**src/rtl/por_pkg.sv**
```systemverilog
// Shared types and constants for the pulse oximetry ratio estimator.
// No dependencies; imported by the divider and the top level.
package por_pkg;

	localparam int SAMPLE_BITS_DEF   = 18;
	localparam int FRACTION_BITS_DEF = 16;
	localparam int IN_BITS           = 18;
	localparam int GAIN_BITS         = 16;
	localparam int WLEN_BITS         = 10;
	localparam int SAT_BITS          = 7;
	localparam int CFG_INDEX_BITS    = 2;
	localparam int CFG_DATA_BITS     = 16;

	localparam logic [GAIN_BITS-1:0] GAIN_RESET = 16'd3277;
	localparam logic [WLEN_BITS-1:0] WLEN_RESET = 10'd100;

	localparam logic [CFG_INDEX_BITS-1:0] REG_BASELINE_GAIN = 2'd0;
	localparam logic [CFG_INDEX_BITS-1:0] REG_WINDOW_LENGTH = 2'd1;

	// Saturation line: 110 - 25 R, clamped to 0..100; R limited to 8
	localparam int SAT_OFFSET = 110;
	localparam int SAT_SLOPE  = 25;
	localparam int SAT_MAX    = 100;
	localparam int R_LIMIT    = 8;

	typedef struct packed {
		logic busy;
		logic done;
	} div_status_t;

endpackage

```
**src/rtl/por_mul.sv**
```systemverilog
// Shared registered multiplier of the estimator datapath.
// No dependencies.
module por_mul #(
	parameter int A_BITS = 35,
	parameter int B_BITS = 16
) (
	input  logic                     clk,
	input  logic                     en,
	input  logic [A_BITS-1:0]        a,
	input  logic [B_BITS-1:0]        b,
	output logic [A_BITS+B_BITS-1:0] p
);

	always_ff @(posedge clk) begin
		if (en) begin
			p <= (A_BITS+B_BITS)'(a) * (A_BITS+B_BITS)'(b);
		end
	end

endmodule

```
**src/rtl/por_div.sv**
```systemverilog
// Restoring divider giving floor(num * 2^FB / den), limited to R_LIMIT.
// Depends on por_pkg for the status struct and the ratio limit.
module por_div #(
	parameter int NB = 70,
	parameter int FB = 16,
	parameter int QB = 20
) (
	input  logic                  clk,
	input  logic                  arst_n,
	input  logic                  start,
	input  logic [NB-1:0]         num,
	input  logic [NB-1:0]         den,
	output logic [QB-1:0]         quot,
	output por_pkg::div_status_t  status
);
	import por_pkg::*;

	localparam int WW = NB + 4;
	localparam int SW = $clog2(FB + 3);
	localparam logic [QB-1:0] Q_SAT = QB'(R_LIMIT) << FB;

	logic [WW-1:0] rem_q, div_q;
	logic [QB-1:0] quot_q;
	logic [SW-1:0] step_q;
	logic          run_q, done_q;

	logic          int_phase;
	logic [WW-1:0] trial, diff;
	logic          ge;
	logic          sat;

	assign sat       = WW'(num) >= (WW'(den) << 3);
	assign int_phase = step_q < SW'(3);
	assign trial     = int_phase ? rem_q : (rem_q << 1);
	assign ge        = trial >= div_q;
	assign diff      = trial - div_q;

	always_ff @(posedge clk or negedge arst_n) begin
		if (!arst_n) begin
			run_q  <= 1'b0;
			done_q <= 1'b0;
			step_q <= '0;
		end else begin
			done_q <= 1'b0;
			if (start) begin
				step_q <= '0;
				run_q  <= !sat;
				done_q <= sat;
			end else if (run_q) begin
				step_q <= step_q + 1'b1;
				if (step_q == SW'(FB + 2)) begin
					run_q  <= 1'b0;
					done_q <= 1'b1;
				end
			end
		end
	end

	always_ff @(posedge clk) begin
		if (start) begin
			rem_q  <= WW'(num);
			div_q  <= WW'(den) << 2;
			quot_q <= sat ? Q_SAT : '0;
		end else if (run_q) begin
			rem_q  <= ge ? diff : trial;
			quot_q <= {quot_q[QB-2:0], ge};
			// walk the divisor down to its plain value over the integer bits
			if (step_q < SW'(2)) begin
				div_q <= div_q >> 1;
			end
		end
	end

	assign quot        = quot_q;
	assign status.busy = run_q;
	assign status.done = done_q;

	a_start_idle: assert property (@(posedge clk) disable iff (!arst_n)
		start |-> !run_q)
		else $error("divider restarted while running");

	a_quot_limit: assert property (@(posedge clk) disable iff (!arst_n)
		done_q |-> (quot_q <= Q_SAT))
		else $error("ratio above limit");

endmodule

```
**src/rtl/pulse_oximetry_ratio_estimator.sv**
```systemverilog
// Pulse oximetry ratio-of-ratios estimator: one result per request. A request that closes a
// window with a usable estimate also runs the cross products through the shared multiplier
// and the ratio through the bit-serial divider before its result is given.
// in_ready is high only in idle; one request is worked on at a time.
// arst_n clears baselines, envelopes, count, held estimate and restores register defaults.
module pulse_oximetry_ratio_estimator #(
	parameter int SAMPLE_BITS   = por_pkg::SAMPLE_BITS_DEF,
	parameter int FRACTION_BITS = por_pkg::FRACTION_BITS_DEF
) (
	input  logic                                clk,
	input  logic                                arst_n,
	input  logic                                cfg_valid,
	output logic                                cfg_ready,
	input  logic [por_pkg::CFG_INDEX_BITS-1:0]  cfg_index,
	input  logic [por_pkg::CFG_DATA_BITS-1:0]   cfg_data,
	input  logic                                in_valid,
	output logic                                in_ready,
	input  logic [por_pkg::IN_BITS-1:0]         red_sample,
	input  logic [por_pkg::IN_BITS-1:0]         infrared_sample,
	output logic                                out_valid,
	input  logic                                out_ready,
	output logic [por_pkg::SAT_BITS-1:0]        saturation_percent,
	output logic                                estimate_valid,
	output logic                                window_closed
);
	import por_pkg::*;

	localparam int FULL  = SAMPLE_BITS + FRACTION_BITS;
	localparam int WA    = FULL + 1;
	localparam int NCH   = (FULL + GAIN_BITS - 1) / GAIN_BITS;
	localparam int BSH_W = NCH * GAIN_BITS;
	localparam int PW    = WA + GAIN_BITS;
	localparam int ACC_W = WA + BSH_W;
	localparam int CW    = $clog2(NCH) + 1;
	localparam int QB    = FRACTION_BITS + 4;
	localparam int VW    = FRACTION_BITS + 10;
	localparam int EXT_W = (SAMPLE_BITS > IN_BITS) ? SAMPLE_BITS : IN_BITS;

	localparam logic signed [WA-1:0] ENV_MIN = {1'b1, {FULL{1'b0}}};
	localparam logic signed [WA-1:0] ENV_MAX = {1'b0, {FULL{1'b1}}};
	localparam logic [FULL-1:0]      ONE_FIX = FULL'(1) << FRACTION_BITS;

	// sequencer codes
	localparam logic [3:0] ST_IDLE      = 4'd0;
	localparam logic [3:0] ST_TRK_R_MUL = 4'd1;
	localparam logic [3:0] ST_TRK_R_UPD = 4'd2;
	localparam logic [3:0] ST_TRK_I_MUL = 4'd3;
	localparam logic [3:0] ST_TRK_I_UPD = 4'd4;
	localparam logic [3:0] ST_ENV       = 4'd5;
	localparam logic [3:0] ST_NUM_MUL   = 4'd6;
	localparam logic [3:0] ST_NUM_ACC   = 4'd7;
	localparam logic [3:0] ST_DEN_MUL   = 4'd8;
	localparam logic [3:0] ST_DEN_ACC   = 4'd9;
	localparam logic [3:0] ST_DIV_GO    = 4'd10;
	localparam logic [3:0] ST_DIV       = 4'd11;
	localparam logic [3:0] ST_EST       = 4'd12;
	localparam logic [3:0] ST_OUT       = 4'd13;

	logic [3:0]             state_q;

	// configuration
	logic [GAIN_BITS-1:0]   gain_q;
	logic [WLEN_BITS-1:0]   wlen_q;

	// architectural state
	logic [FULL-1:0]        red_base_q, ir_base_q;
	logic signed [WA-1:0]   r_hi_q, r_lo_q, i_hi_q, i_lo_q;
	logic [WLEN_BITS-1:0]   cnt_q;
	logic [SAT_BITS-1:0]    held_sat_q;
	logic                   held_valid_q;
	logic                   close_q;

	// working registers
	logic [FULL-1:0]        tr_q, ti_q;
	logic [WA-1:0]          rpp_q, ipp_q;
	logic [BSH_W-1:0]       bsh_q;
	logic [ACC_W-1:0]       acc_q, num_q;
	logic [CW-1:0]          kc_q;

	// output register
	logic                   out_valid_q;
	logic [SAT_BITS-1:0]    sat_out_q;
	logic                   est_out_q, closed_out_q;

	// ------------------------------------------------------------------
	// Sample capture: drop bits above SAMPLE_BITS, place at Q.FRACTION_BITS
	// ------------------------------------------------------------------
	logic [EXT_W-1:0] red_ext, ir_ext;
	assign red_ext = EXT_W'(red_sample);
	assign ir_ext  = EXT_W'(infrared_sample);

	// ------------------------------------------------------------------
	// Shared multiplier: baseline gain step, then the cross products in
	// GAIN_BITS-wide chunks, most significant chunk first.
	// ------------------------------------------------------------------
	logic [WA-1:0]        mul_a;
	logic [GAIN_BITS-1:0] mul_b;
	logic                 mul_en;
	logic [PW-1:0]        mul_p;

	por_mul #(
		.A_BITS (WA),
		.B_BITS (GAIN_BITS)
	) u_mul (
		.clk (clk),
		.en  (mul_en),
		.a   (mul_a),
		.b   (mul_b),
		.p   (mul_p)
	);

	// ------------------------------------------------------------------
	// Baseline tracking: b + floor(g * (t - b) / 2^16), shared by both
	// channels; the falling case rounds the step up so b never overshoots.
	// ------------------------------------------------------------------
	logic                trk_ir;
	logic [FULL-1:0]     trk_base, trk_tgt, trk_mag, trk_new;
	logic signed [FULL:0] trk_d;
	logic                trk_neg;
	logic [PW:0]         trk_rnd;

	assign trk_ir   = (state_q == ST_TRK_I_MUL) || (state_q == ST_TRK_I_UPD);
	assign trk_base = trk_ir ? ir_base_q : red_base_q;
	assign trk_tgt  = trk_ir ? ti_q : tr_q;
	assign trk_d    = $signed({1'b0, trk_tgt}) - $signed({1'b0, trk_base});
	assign trk_neg  = trk_d[FULL];
	assign trk_mag  = trk_neg ? FULL'(-trk_d) : FULL'(trk_d);
	assign trk_rnd  = {1'b0, mul_p} + {{(PW + 1 - GAIN_BITS){1'b0}}, {GAIN_BITS{1'b1}}};
	assign trk_new  = trk_neg ? (trk_base - FULL'(trk_rnd >> GAIN_BITS))
	                          : (trk_base + FULL'(mul_p >> GAIN_BITS));

	always_comb begin
		mul_a  = '0;
		mul_b  = '0;
		mul_en = 1'b0;
		unique case (state_q)
			ST_TRK_R_MUL, ST_TRK_I_MUL: begin
				mul_a  = WA'(trk_mag);
				mul_b  = gain_q;
				mul_en = 1'b1;
			end
			ST_NUM_MUL: begin
				mul_a  = rpp_q;
				mul_b  = bsh_q[BSH_W-1 -: GAIN_BITS];
				mul_en = 1'b1;
			end
			ST_DEN_MUL: begin
				mul_a  = ipp_q;
				mul_b  = bsh_q[BSH_W-1 -: GAIN_BITS];
				mul_en = 1'b1;
			end
			default: begin
				mul_en = 1'b0;
			end
		endcase
	end

	// ------------------------------------------------------------------
	// Envelope update and window close decision
	// ------------------------------------------------------------------
	logic signed [WA-1:0] ac_r, ac_i;
	logic signed [WA-1:0] r_hi_n, r_lo_n, i_hi_n, i_lo_n;
	logic signed [WA:0]   rpp_d, ipp_d;
	logic [WA-1:0]        rpp_c, ipp_c;
	logic [WLEN_BITS-1:0] cnt_n;
	logic                 win_end, est_ok;

	assign ac_r   = $signed({1'b0, tr_q}) - $signed({1'b0, red_base_q});
	assign ac_i   = $signed({1'b0, ti_q}) - $signed({1'b0, ir_base_q});
	assign r_hi_n = (ac_r > r_hi_q) ? ac_r : r_hi_q;
	assign r_lo_n = (ac_r < r_lo_q) ? ac_r : r_lo_q;
	assign i_hi_n = (ac_i > i_hi_q) ? ac_i : i_hi_q;
	assign i_lo_n = (ac_i < i_lo_q) ? ac_i : i_lo_q;

	assign rpp_d  = {r_hi_n[WA-1], r_hi_n} - {r_lo_n[WA-1], r_lo_n};
	assign ipp_d  = {i_hi_n[WA-1], i_hi_n} - {i_lo_n[WA-1], i_lo_n};
	// a negative spread counts as none
	assign rpp_c  = rpp_d[WA] ? '0 : rpp_d[WA-1:0];
	assign ipp_c  = ipp_d[WA] ? '0 : ipp_d[WA-1:0];

	assign cnt_n   = cnt_q + 1'b1;
	assign win_end = cnt_n >= wlen_q;
	assign est_ok  = (red_base_q > ONE_FIX) && (ir_base_q > ONE_FIX) &&
	                 (ipp_c > WA'(ONE_FIX));

	// Horner step over chunks of the baseline operand
	logic [ACC_W-1:0] acc_n;
	assign acc_n = (acc_q << GAIN_BITS) + ACC_W'(mul_p);

	// ------------------------------------------------------------------
	// Ratio divider: R = N / D in Q.FRACTION_BITS, limited to 8
	// ------------------------------------------------------------------
	logic        div_start;
	logic [QB-1:0] div_quot;
	div_status_t div_st;

	assign div_start = (state_q == ST_DIV_GO);

	por_div #(
		.NB (ACC_W),
		.FB (FRACTION_BITS),
		.QB (QB)
	) u_div (
		.clk    (clk),
		.arst_n (arst_n),
		.start  (div_start),
		.num    (num_q),
		.den    (acc_q),
		.quot   (div_quot),
		.status (div_st)
	);

	// ------------------------------------------------------------------
	// Estimate: 110 - 25 R, clamp to 0..100, round half up to whole percent
	// ------------------------------------------------------------------
	logic [VW-1:0]       est_off, est_slope, est_v, est_cap, est_c, est_rnd;
	logic [SAT_BITS-1:0] est_pct;

	assign est_off   = VW'(SAT_OFFSET) << FRACTION_BITS;
	assign est_cap   = VW'(SAT_MAX) << FRACTION_BITS;
	assign est_slope = VW'(div_quot) * VW'(SAT_SLOPE);
	assign est_v     = est_off - est_slope;
	assign est_c     = est_v[VW-1] ? '0 : ((est_v > est_cap) ? est_cap : est_v);
	assign est_rnd   = est_c + (VW'(1) << (FRACTION_BITS - 1));
	assign est_pct   = SAT_BITS'(est_rnd >> FRACTION_BITS);

	// ------------------------------------------------------------------
	// Handshakes
	// ------------------------------------------------------------------
	logic in_fire, out_load;

	assign cfg_ready = 1'b1;
	assign in_ready  = (state_q == ST_IDLE);
	assign in_fire   = in_valid && in_ready;
	assign out_load  = (state_q == ST_OUT) && (!out_valid_q || out_ready);

	// ------------------------------------------------------------------
	// Sequencer and state registers
	// ------------------------------------------------------------------
	always_ff @(posedge clk or negedge arst_n) begin
		if (!arst_n) begin
			state_q      <= ST_IDLE;
			gain_q       <= GAIN_RESET;
			wlen_q       <= WLEN_RESET;
			red_base_q   <= '0;
			ir_base_q    <= '0;
			r_hi_q       <= ENV_MIN;
			r_lo_q       <= ENV_MAX;
			i_hi_q       <= ENV_MIN;
			i_lo_q       <= ENV_MAX;
			cnt_q        <= '0;
			held_sat_q   <= '0;
			held_valid_q <= 1'b0;
			close_q      <= 1'b0;
			kc_q         <= '0;
			out_valid_q  <= 1'b0;
		end else begin
			if (cfg_valid) begin
				unique case (cfg_index)
					REG_BASELINE_GAIN: gain_q <= cfg_data[GAIN_BITS-1:0];
					REG_WINDOW_LENGTH: wlen_q <= cfg_data[WLEN_BITS-1:0];
					default: ;
				endcase
			end

			if (out_load) begin
				out_valid_q <= 1'b1;
			end else if (out_ready) begin
				out_valid_q <= 1'b0;
			end

			unique case (state_q)
				ST_IDLE: begin
					if (in_fire) begin
						state_q <= ST_TRK_R_MUL;
					end
				end
				ST_TRK_R_MUL: begin
					// a zero red baseline means unseeded: take both samples as is
					if (red_base_q == '0) begin
						red_base_q <= tr_q;
						ir_base_q  <= ti_q;
						state_q    <= ST_ENV;
					end else begin
						state_q <= ST_TRK_R_UPD;
					end
				end
				ST_TRK_R_UPD: begin
					red_base_q <= trk_new;
					state_q    <= ST_TRK_I_MUL;
				end
				ST_TRK_I_MUL: begin
					state_q <= ST_TRK_I_UPD;
				end
				ST_TRK_I_UPD: begin
					ir_base_q <= trk_new;
					state_q   <= ST_ENV;
				end
				ST_ENV: begin
					if (win_end) begin
						// window over: rearm sentinels whether or not an estimate follows
						close_q <= 1'b1;
						cnt_q   <= '0;
						r_hi_q  <= ENV_MIN;
						r_lo_q  <= ENV_MAX;
						i_hi_q  <= ENV_MIN;
						i_lo_q  <= ENV_MAX;
						kc_q    <= CW'(NCH - 1);
						state_q <= est_ok ? ST_NUM_MUL : ST_OUT;
					end else begin
						close_q <= 1'b0;
						cnt_q   <= cnt_n;
						r_hi_q  <= r_hi_n;
						r_lo_q  <= r_lo_n;
						i_hi_q  <= i_hi_n;
						i_lo_q  <= i_lo_n;
						state_q <= ST_OUT;
					end
				end
				ST_NUM_MUL: begin
					state_q <= ST_NUM_ACC;
				end
				ST_NUM_ACC: begin
					if (kc_q == '0) begin
						kc_q    <= CW'(NCH - 1);
						state_q <= ST_DEN_MUL;
					end else begin
						kc_q    <= kc_q - 1'b1;
						state_q <= ST_NUM_MUL;
					end
				end
				ST_DEN_MUL: begin
					state_q <= ST_DEN_ACC;
				end
				ST_DEN_ACC: begin
					if (kc_q == '0) begin
						state_q <= ST_DIV_GO;
					end else begin
						kc_q    <= kc_q - 1'b1;
						state_q <= ST_DEN_MUL;
					end
				end
				ST_DIV_GO: begin
					state_q <= ST_DIV;
				end
				ST_DIV: begin
					if (div_st.done) begin
						state_q <= ST_EST;
					end
				end
				ST_EST: begin
					held_sat_q   <= est_pct;
					held_valid_q <= 1'b1;
					state_q      <= ST_OUT;
				end
				ST_OUT: begin
					// hold here until the output register is free
					if (out_load) begin
						state_q <= ST_IDLE;
					end
				end
				default: begin
					state_q <= ST_IDLE;
				end
			endcase
		end
	end

	// ------------------------------------------------------------------
	// Datapath registers
	// ------------------------------------------------------------------
	always_ff @(posedge clk) begin
		if (in_fire) begin
			tr_q <= {red_ext[SAMPLE_BITS-1:0], {FRACTION_BITS{1'b0}}};
			ti_q <= {ir_ext[SAMPLE_BITS-1:0], {FRACTION_BITS{1'b0}}};
		end

		if (state_q == ST_ENV) begin
			rpp_q <= rpp_c;
			ipp_q <= ipp_c;
			bsh_q <= BSH_W'(ir_base_q);
			acc_q <= '0;
		end

		if (state_q == ST_NUM_ACC) begin
			if (kc_q == '0) begin
				num_q <= acc_n;
				acc_q <= '0;
				bsh_q <= BSH_W'(red_base_q);
			end else begin
				acc_q <= acc_n;
				bsh_q <= bsh_q << GAIN_BITS;
			end
		end

		if (state_q == ST_DEN_ACC) begin
			acc_q <= acc_n;
			bsh_q <= bsh_q << GAIN_BITS;
		end

		if (out_load) begin
			sat_out_q    <= held_sat_q;
			est_out_q    <= held_valid_q;
			closed_out_q <= close_q;
		end
	end

	assign out_valid          = out_valid_q;
	assign saturation_percent = sat_out_q;
	assign estimate_valid     = est_out_q;
	assign window_closed      = closed_out_q;

	// ------------------------------------------------------------------
	// Checks
	// ------------------------------------------------------------------
	a_valid_sticky: assert property (@(posedge clk) disable iff (!arst_n)
		held_valid_q |=> held_valid_q)
		else $error("held estimate valid flag dropped");

	a_pct_range: assert property (@(posedge clk) disable iff (!arst_n)
		(state_q == ST_EST) |-> (est_pct <= SAT_BITS'(SAT_MAX)))
		else $error("saturation estimate above 100");

	a_div_free: assert property (@(posedge clk) disable iff (!arst_n)
		(state_q == ST_DIV_GO) |-> !div_st.busy)
		else $error("divider busy at start");

	a_env_rearm: assert property (@(posedge clk) disable iff (!arst_n)
		(state_q == ST_ENV && win_end) |=>
		(r_hi_q == ENV_MIN && i_lo_q == ENV_MAX && cnt_q == '0))
		else $error("envelopes not rearmed at window close");

endmodule

```
**config.mk**
```make
export PLATFORM = sky130hd
export DESIGN_NAME = pulse_oximetry_ratio_estimator
export DESIGN_NICKNAME = d
export VERILOG_FILES = /design/src/rtl/por_pkg.sv /design/src/rtl/por_mul.sv /design/src/rtl/por_div.sv /design/src/rtl/pulse_oximetry_ratio_estimator.sv
export SDC_FILE = /design/constraint.sdc
export NUM_CORES = 2
export LEC_CHECK = 0
export BUFFER_PORTS_ARGS = -buffer_cell sky130_fd_sc_hd__buf_2
export CAP_MARGIN = 30
export CORE_ASPECT_RATIO = 1.4
export CORE_MARGIN = 5
export CORE_UTILIZATION = 40
export DETAILED_ROUTE_END_ITERATION = 8
export GPL_ROUTABILITY_DRIVEN = 0
export SLEW_MARGIN = 20
export SYNTH_ARGS = -nofsm -noshare
export SYNTH_HDL_FRONTEND = slang
export SYNTH_SLANG_ARGS = --single-unit
```
**constraint.sdc**
```tcl
create_clock -name clk -period 36.7 [get_ports clk]
set_clock_uncertainty 0.15 [all_clocks]
set_input_delay 1.835 -clock clk [delete_from_list [all_inputs] [get_ports clk]]
set_output_delay 1.835 -clock clk [all_outputs]
set_load 0.05 [all_outputs]
```
Yosys cells after proc, flatten, opt, wreduce, memory -nomap -nowiden --
Index checks and enable logic that the tools add are counted. Widths: inputs -> output; s select.
Storage, ports and cells: flip-flop bits (word level) 840, input bits 59, output and inout port bits 12, word-level logic and storage cells 183
Cells by class: add/sub/neg operators 16, multiply operators 2, $lt $le $gt $ge 13, eq/ne operators 21, mux-type cells 65, reduce and logical (&&, ||, !) cells 31
Operator list (number):
- $mux 83 | 6
- $mux 35 | 9
- $mux 85 | 3
- $mux 34 | 6
- $mux 48 | 4
- $mux 87 | 2
- $pmux 34 s2 | 2
- $pmux 35 s3 | 1
- $sub 34x34->35 | 3
- $ge 87x85->1 | 1
- $sub 87x85->87 | 1
- $ge 83x86->1 | 1
- $add 83x51->83 | 1
- $sub 35x35->36 | 2
- $gt 35x35->1 | 2
- $lt 35x35->1 | 2
- $gt 34x17->1 const B | 2
- $mux 20 | 3
- $pmux 4 s14 | 1
- $mul 35x16->51 | 1
- $add 50x16->50 const B | 1
- $mux 23 | 2
- $gt 35x17->1 const B | 1
- $add 34x34->34 | 1
- 40 further kinds | 90

Depth between registers and ports, before layout --
depth in word-level cells 10, depth in mapped cells 56, depth with buffers taken out 50

Hierarchy --
A second synthesis with hierarchy kept.
Unflattened totals: cell total of the unflattened synthesis 9127, area, all modules 81080.3 µm²
By module, submodules not included:
- pulse_oximetry_ratio_estimator | times used 1, cells an instance 4638, area each 43377.9 µm², sequential area each 16350.7 µm²
- por_mul | times used 1, cells an instance 2151, area each 19550.0 µm², sequential area each 1531.5 µm²
- por_div | times used 1, cells an instance 2338, area each 18152.4 µm², sequential area each 5880.6 µm²

Worst setup path before layout --
OpenSTA, ideal clock, no wires.
path kind reg-to-reg, from register state_q[0], to register u_mul.p[50], data pin, library setup time 0.260 ns, data arrival time 12.008 ns, required time 36.290 ns, setup slack 24.282 ns, stages on the path, launching flop included 55, path buffers 7, clock period less this slack 12.418 ns, cells stage by stage dfrtp_1 -> buf_2 -> or3b_4 -> a21oi_4 -> buf_6 -> clkbuf_1 -> clkbuf_1 -> mux2_2 -> ha_1 -> a21oi_1 -> nand2_1 -> nor3_1 -> o21a_1 -> nor3_1 -> o41a_1 -> a311oi_2 -> o21bai_1 -> a21o_1 -> [... 19 more ...] -> a21o_1 -> a21o_1 -> a21oi_1 -> nand2_1 -> nor4b_1 -> o21ai_0 -> a41o_1 -> a41oi_1 -> a211oi_1 -> o31a_1 -> o21a_1 -> nor2_1 -> o21a_1 -> o21bai_1 -> nor3_1 -> o21bai_1 -> a21oi_1 -> xnor2_1
On the way: longest elaborated chain between the ends 8, elaborated cells between the ends (all ways) 16, those cells by class add/sub (2); mul (1); eq/ne (5); mux (5); reduce/logical (3)
Ends and longest elaborated chain:
- from (decl) | line pulse_oximetry_ratio_estimator.sv:59 | logic [3:0] state_q;
- from (signal assigned) | line pulse_oximetry_ratio_estimator.sv:309 | state_q <= est_ok ? ST_NUM_MUL : ST_OUT;
- $eq 4x2->1 or $eq 4x3->1 (tied branches) | line pulse_oximetry_ratio_estimator.sv:122, pulse_oximetry_ratio_estimator.sv:136
- $logic_or 1x1->1 | line pulse_oximetry_ratio_estimator.sv:122 | assign trk_ir = (state_q == ST_TRK_I_MUL) || (state_q == ST_TRK_I_UPD);
- $mux 34 (on tied branches) | line pulse_oximetry_ratio_estimator.sv:123, pulse_oximetry_ratio_estimator.sv:124
- $sub 34x34->35 | line pulse_oximetry_ratio_estimator.sv:125 | assign trk_d = $signed({1'b0, trk_tgt}) - $signed({1'b0, trk_base});
- $neg 34->34 | line pulse_oximetry_ratio_estimator.sv:127 | assign trk_mag = trk_neg ? FULL'(-trk_d) : FULL'(trk_d);
- $mux 34 | line pulse_oximetry_ratio_estimator.sv:127
- $pmux 35 s3 | line pulse_oximetry_ratio_estimator.sv:136 | unique case (state_q)
- $mul 35x16->51 * | line por_mul.sv:16 | p <= (A_BITS+B_BITS)'(a) * (A_BITS+B_BITS)'(b);
- to (signal assigned) | line por_mul.sv:16
- to (decl) | line por_mul.sv:11 | output logic [A_BITS+B_BITS-1:0] p
Every way passes the cells marked *; elsewhere a longest branch is shown, timed or not. A chain may end at the register's enable or synchronous reset.

Worst setup path in the final report --
from register state_q[2], to register u_mul.p[50], data pin
The elaborated chain is that of the path after synthesis.

==> flow_summary.toml <==
[yosys]
synth-seq-cells = 840
syn_nets = 10160
synth-edff-count = 550
async_flop_share_pct = 31.90
seq_area_frac_synth_pct = 30.05
synth_top_cell_area_share_pct = 20.89
netlist_instances = 8914
yosysTopAreaCell = "edfxtp_1"
synth_ff_type = "edfxtp_1"
synth_area_leaders = "edfxtp_1, fa_1, ha_1, nand2_1, dfrtp_1"
yosysWarnings = 0
synth_cell_types = 107
avgSynthCellArea_um2 = 8.871
syn_area_mm2 = 0.07908

[clocking]
post_cts.repair.setup_buffers = 0
htree_levels = 3
clock-sinks = 840
cts_resized = 0
clkLatencyLatePin_ns = 0.75
clk_path_buf_depth = 3
postCtsHoldBufs = 0
cts-root-buf = "clkbuf_16"
cts_tree = "done"
clkTransAtPathRegs_ns = 0.06
cts_made_buffers = 94

[global_route]
grt_overflow = 0
grt_pass1_wl_mm = 389.5
grt_pass1_vias = 66040
track_usage_pct = 24.39
antenna_found_initial = 8
grt_max_degree = 110

[hold_path]
hp-class = "reg -> reg"

[floorplanning]
rows = 193
initial_core_util_pct = 40.13
die_area_mm2 = 0.2068
core_area_mm2 = 0.1970
io-pin-count = 71
dieWidth_um = 385.8
die_h_um = 536.1

[worst_setup_path]
r2r_cells = 48
endpoint = "u_mul.p[50]$_DFFE_PP_"
slowest_stage = "dfrtp_1"
cp-end-kind = "flop"
worst_ep_required_time_ns = 37.01
crit_type = "reg -> reg"
worst-endpoint-arrival_ns = 14.92
startpoint = "state_q[2]$_DFFE_PN0P_"
r2r_end = "u_mul.p[50]$_DFFE_PP_"
r2r_slack_ns = 22.09
cp-start-kind = "flop"
worstPathMaxFanout = 69
r2r-start = "state_q[2]$_DFFE_PN0P_"
cpPeakStageDelay_ns = 0.75
crit_top_cell = "fa_1"

[timing]
final-setup-viol-count = 0
setup_tns_ns = 0
worst_slew_pin_slew_ns = 1.111
hold_viol = 0
final_max_slew_viol_count = 0
slew-limit-headroom_pct = 25.24
period_share_pct = 39.82
fin_crit_ns = 14.61
fmax_ghz = 0.06843
rsz0062_at_grt = "false"

[layout]
area_delta_synth_final_pct = 8.429
drive_above_1_share_pct = 7.083
final_common_cell = "nand2_1"
fin_nets = 10060
final_cell_mix = "nand2_1, inv_1, ha_1"

[placed_design]
io_buffers = 69
place_hpwl_mm = 198.5

[routing]
drcViolationCount = 0
totalWireLength_mm = 255.8
drtAntennaViolNets = 0
via_per_inst = 5.674
wl_per_cell_um = 22.18
first_pass_iters = 6
via_count = 65420
drt-initial-drc-count = 4845

[run_status]
status = "completed"

[run]
drv_cap = 0
==> routing by layer <==
layer  GRT usage, %  wire length (um)  vias to the layer above
met4          18.65             23840                        2
li1               -                 -                    30320
met1          26.96             93260                    32060
met5              0                11                        -
met2          42.35            124900                     2223
met3          3.293             13730                      814
==> final cells by class <==
class	instances	area (um2)
antenna	3	7.507
clock buffer	111	2467
clock inverter	67	844.6
fill	19420	111300
inverter	1050	3948
multi-input combinational	6636	49980
sequential	840	23760
tap	2632	3293
timing repair buffer	191	1439
==> cell families after synthesis <==
logic type	count (synthesis)	synth area share (%)
muxes	152	2.063
other	1	0.004742
adders and majority gates	1188	23.50
AOI/OAI and AO/OA	1996	15.96
xor gates and xnor gates	441	4.884
buffers and inverters	1438	6.930
and+or+nand+nor	2858	16.61
DFF	840	30.05
==> worst max-delay path: cells and delay by family (launching register included) <==
family / cells / cell delay, ns
xor+xnor: 2 / 0.30
fa+ha+maj: 7 / 3.43
flops: 1 / 0.75
buf+inv: 5 / 1.39
mux: 1 / 0.63
compound gates: 22 / 4.61
simple gates: 11 / 2.93
==> how the worst min path moves through the flow <==
stage	startpoint	end	slack, ns	cells after the start
5_1_grt	held_valid_q$_DFFE_PN0N_	estimate_valid$_DFFE_PP_	0.32	0
6_report	held_valid_q$_DFFE_PN0N_	estimate_valid$_DFFE_PP_	0.29	0
4_1_cts	held_valid_q$_DFFE_PN0N_	estimate_valid$_DFFE_PP_	0.29	0
3_3_place_gp	held_valid_q$_DFFE_PN0N_	estimate_valid$_DFFE_PP_	0.28	0
2_1_floorplan	held_valid_q$_DFFE_PN0N_	estimate_valid$_DFFE_PP_	0.27	0
3_5_place_dp	held_valid_q$_DFFE_PN0N_	estimate_valid$_DFFE_PP_	0.29	0
==> flip-flops by register name (all words and copies together), names as in the netlist, 4 cells and up <==
name and flops:
state_q 4, red_base_q 34, ti_q 18, wlen_q 10, saturation_percent 7, held_sat_q 7, gain_q 16, u_div.div_q 85
ir_base_q 34, u_div.rem_q 87, i_hi_q 35, ipp_q 35, r_hi_q 35, u_div.quot 20, tr_q 18, rpp_q 35
u_div.step_q 5, bsh_q 48, cnt_q 10, acc_q 83, num_q 83, i_lo_q 35, u_mul.p 51, r_lo_q 35
==> Yosys cell counts (64+ instances only) <==
master / count
nand2_1: 1271
inv_1: 1050
ha_1: 693
nor2_1: 617
edfxtp_1: 550
a21oi_1: 536
fa_1: 495
o21ai_0: 428
clkbuf_1: 337
xnor2_1: 303
and2_1: 214
a21o_1: 208
dfrtp_1: 188
o22ai_1: 143
xor2_1: 138
a22oi_1: 123
nor3_1: 120
nand3_1: 118
nand4_1: 93
nor2b_1: 93
nand2b_1: 91
mux2_2: 85
a31oi_1: 83
dfstp_2: 80
mux2i_1: 66
o21bai_1: 64
==> metrics by stage <==
step | instances | instance area (um2) | utilization, % | hold WS, ns | setup WS (ns)
finish | 11530 | 85740 | 43.51 | 0.2916 | 22.09
global route | 11530 | 85740 | 43.51 | 0.3156 | 21.18
CTS | 11520 | 85570 | 43.42 | 0.2939 | 22.24
detailed placement | 11340 | 82250 | 41.74 | 0.2888 | 22.33
global placement | 11330 | 82080 | 41.65 | 0.2795 | 22.59
floorplan | 8914 | 79080 | - | 0.2660 | 24.28
Power is left out: the tool's default activity adds up to more than one toggle a clock period on the data nets, which glitch-free logic cannot reach.
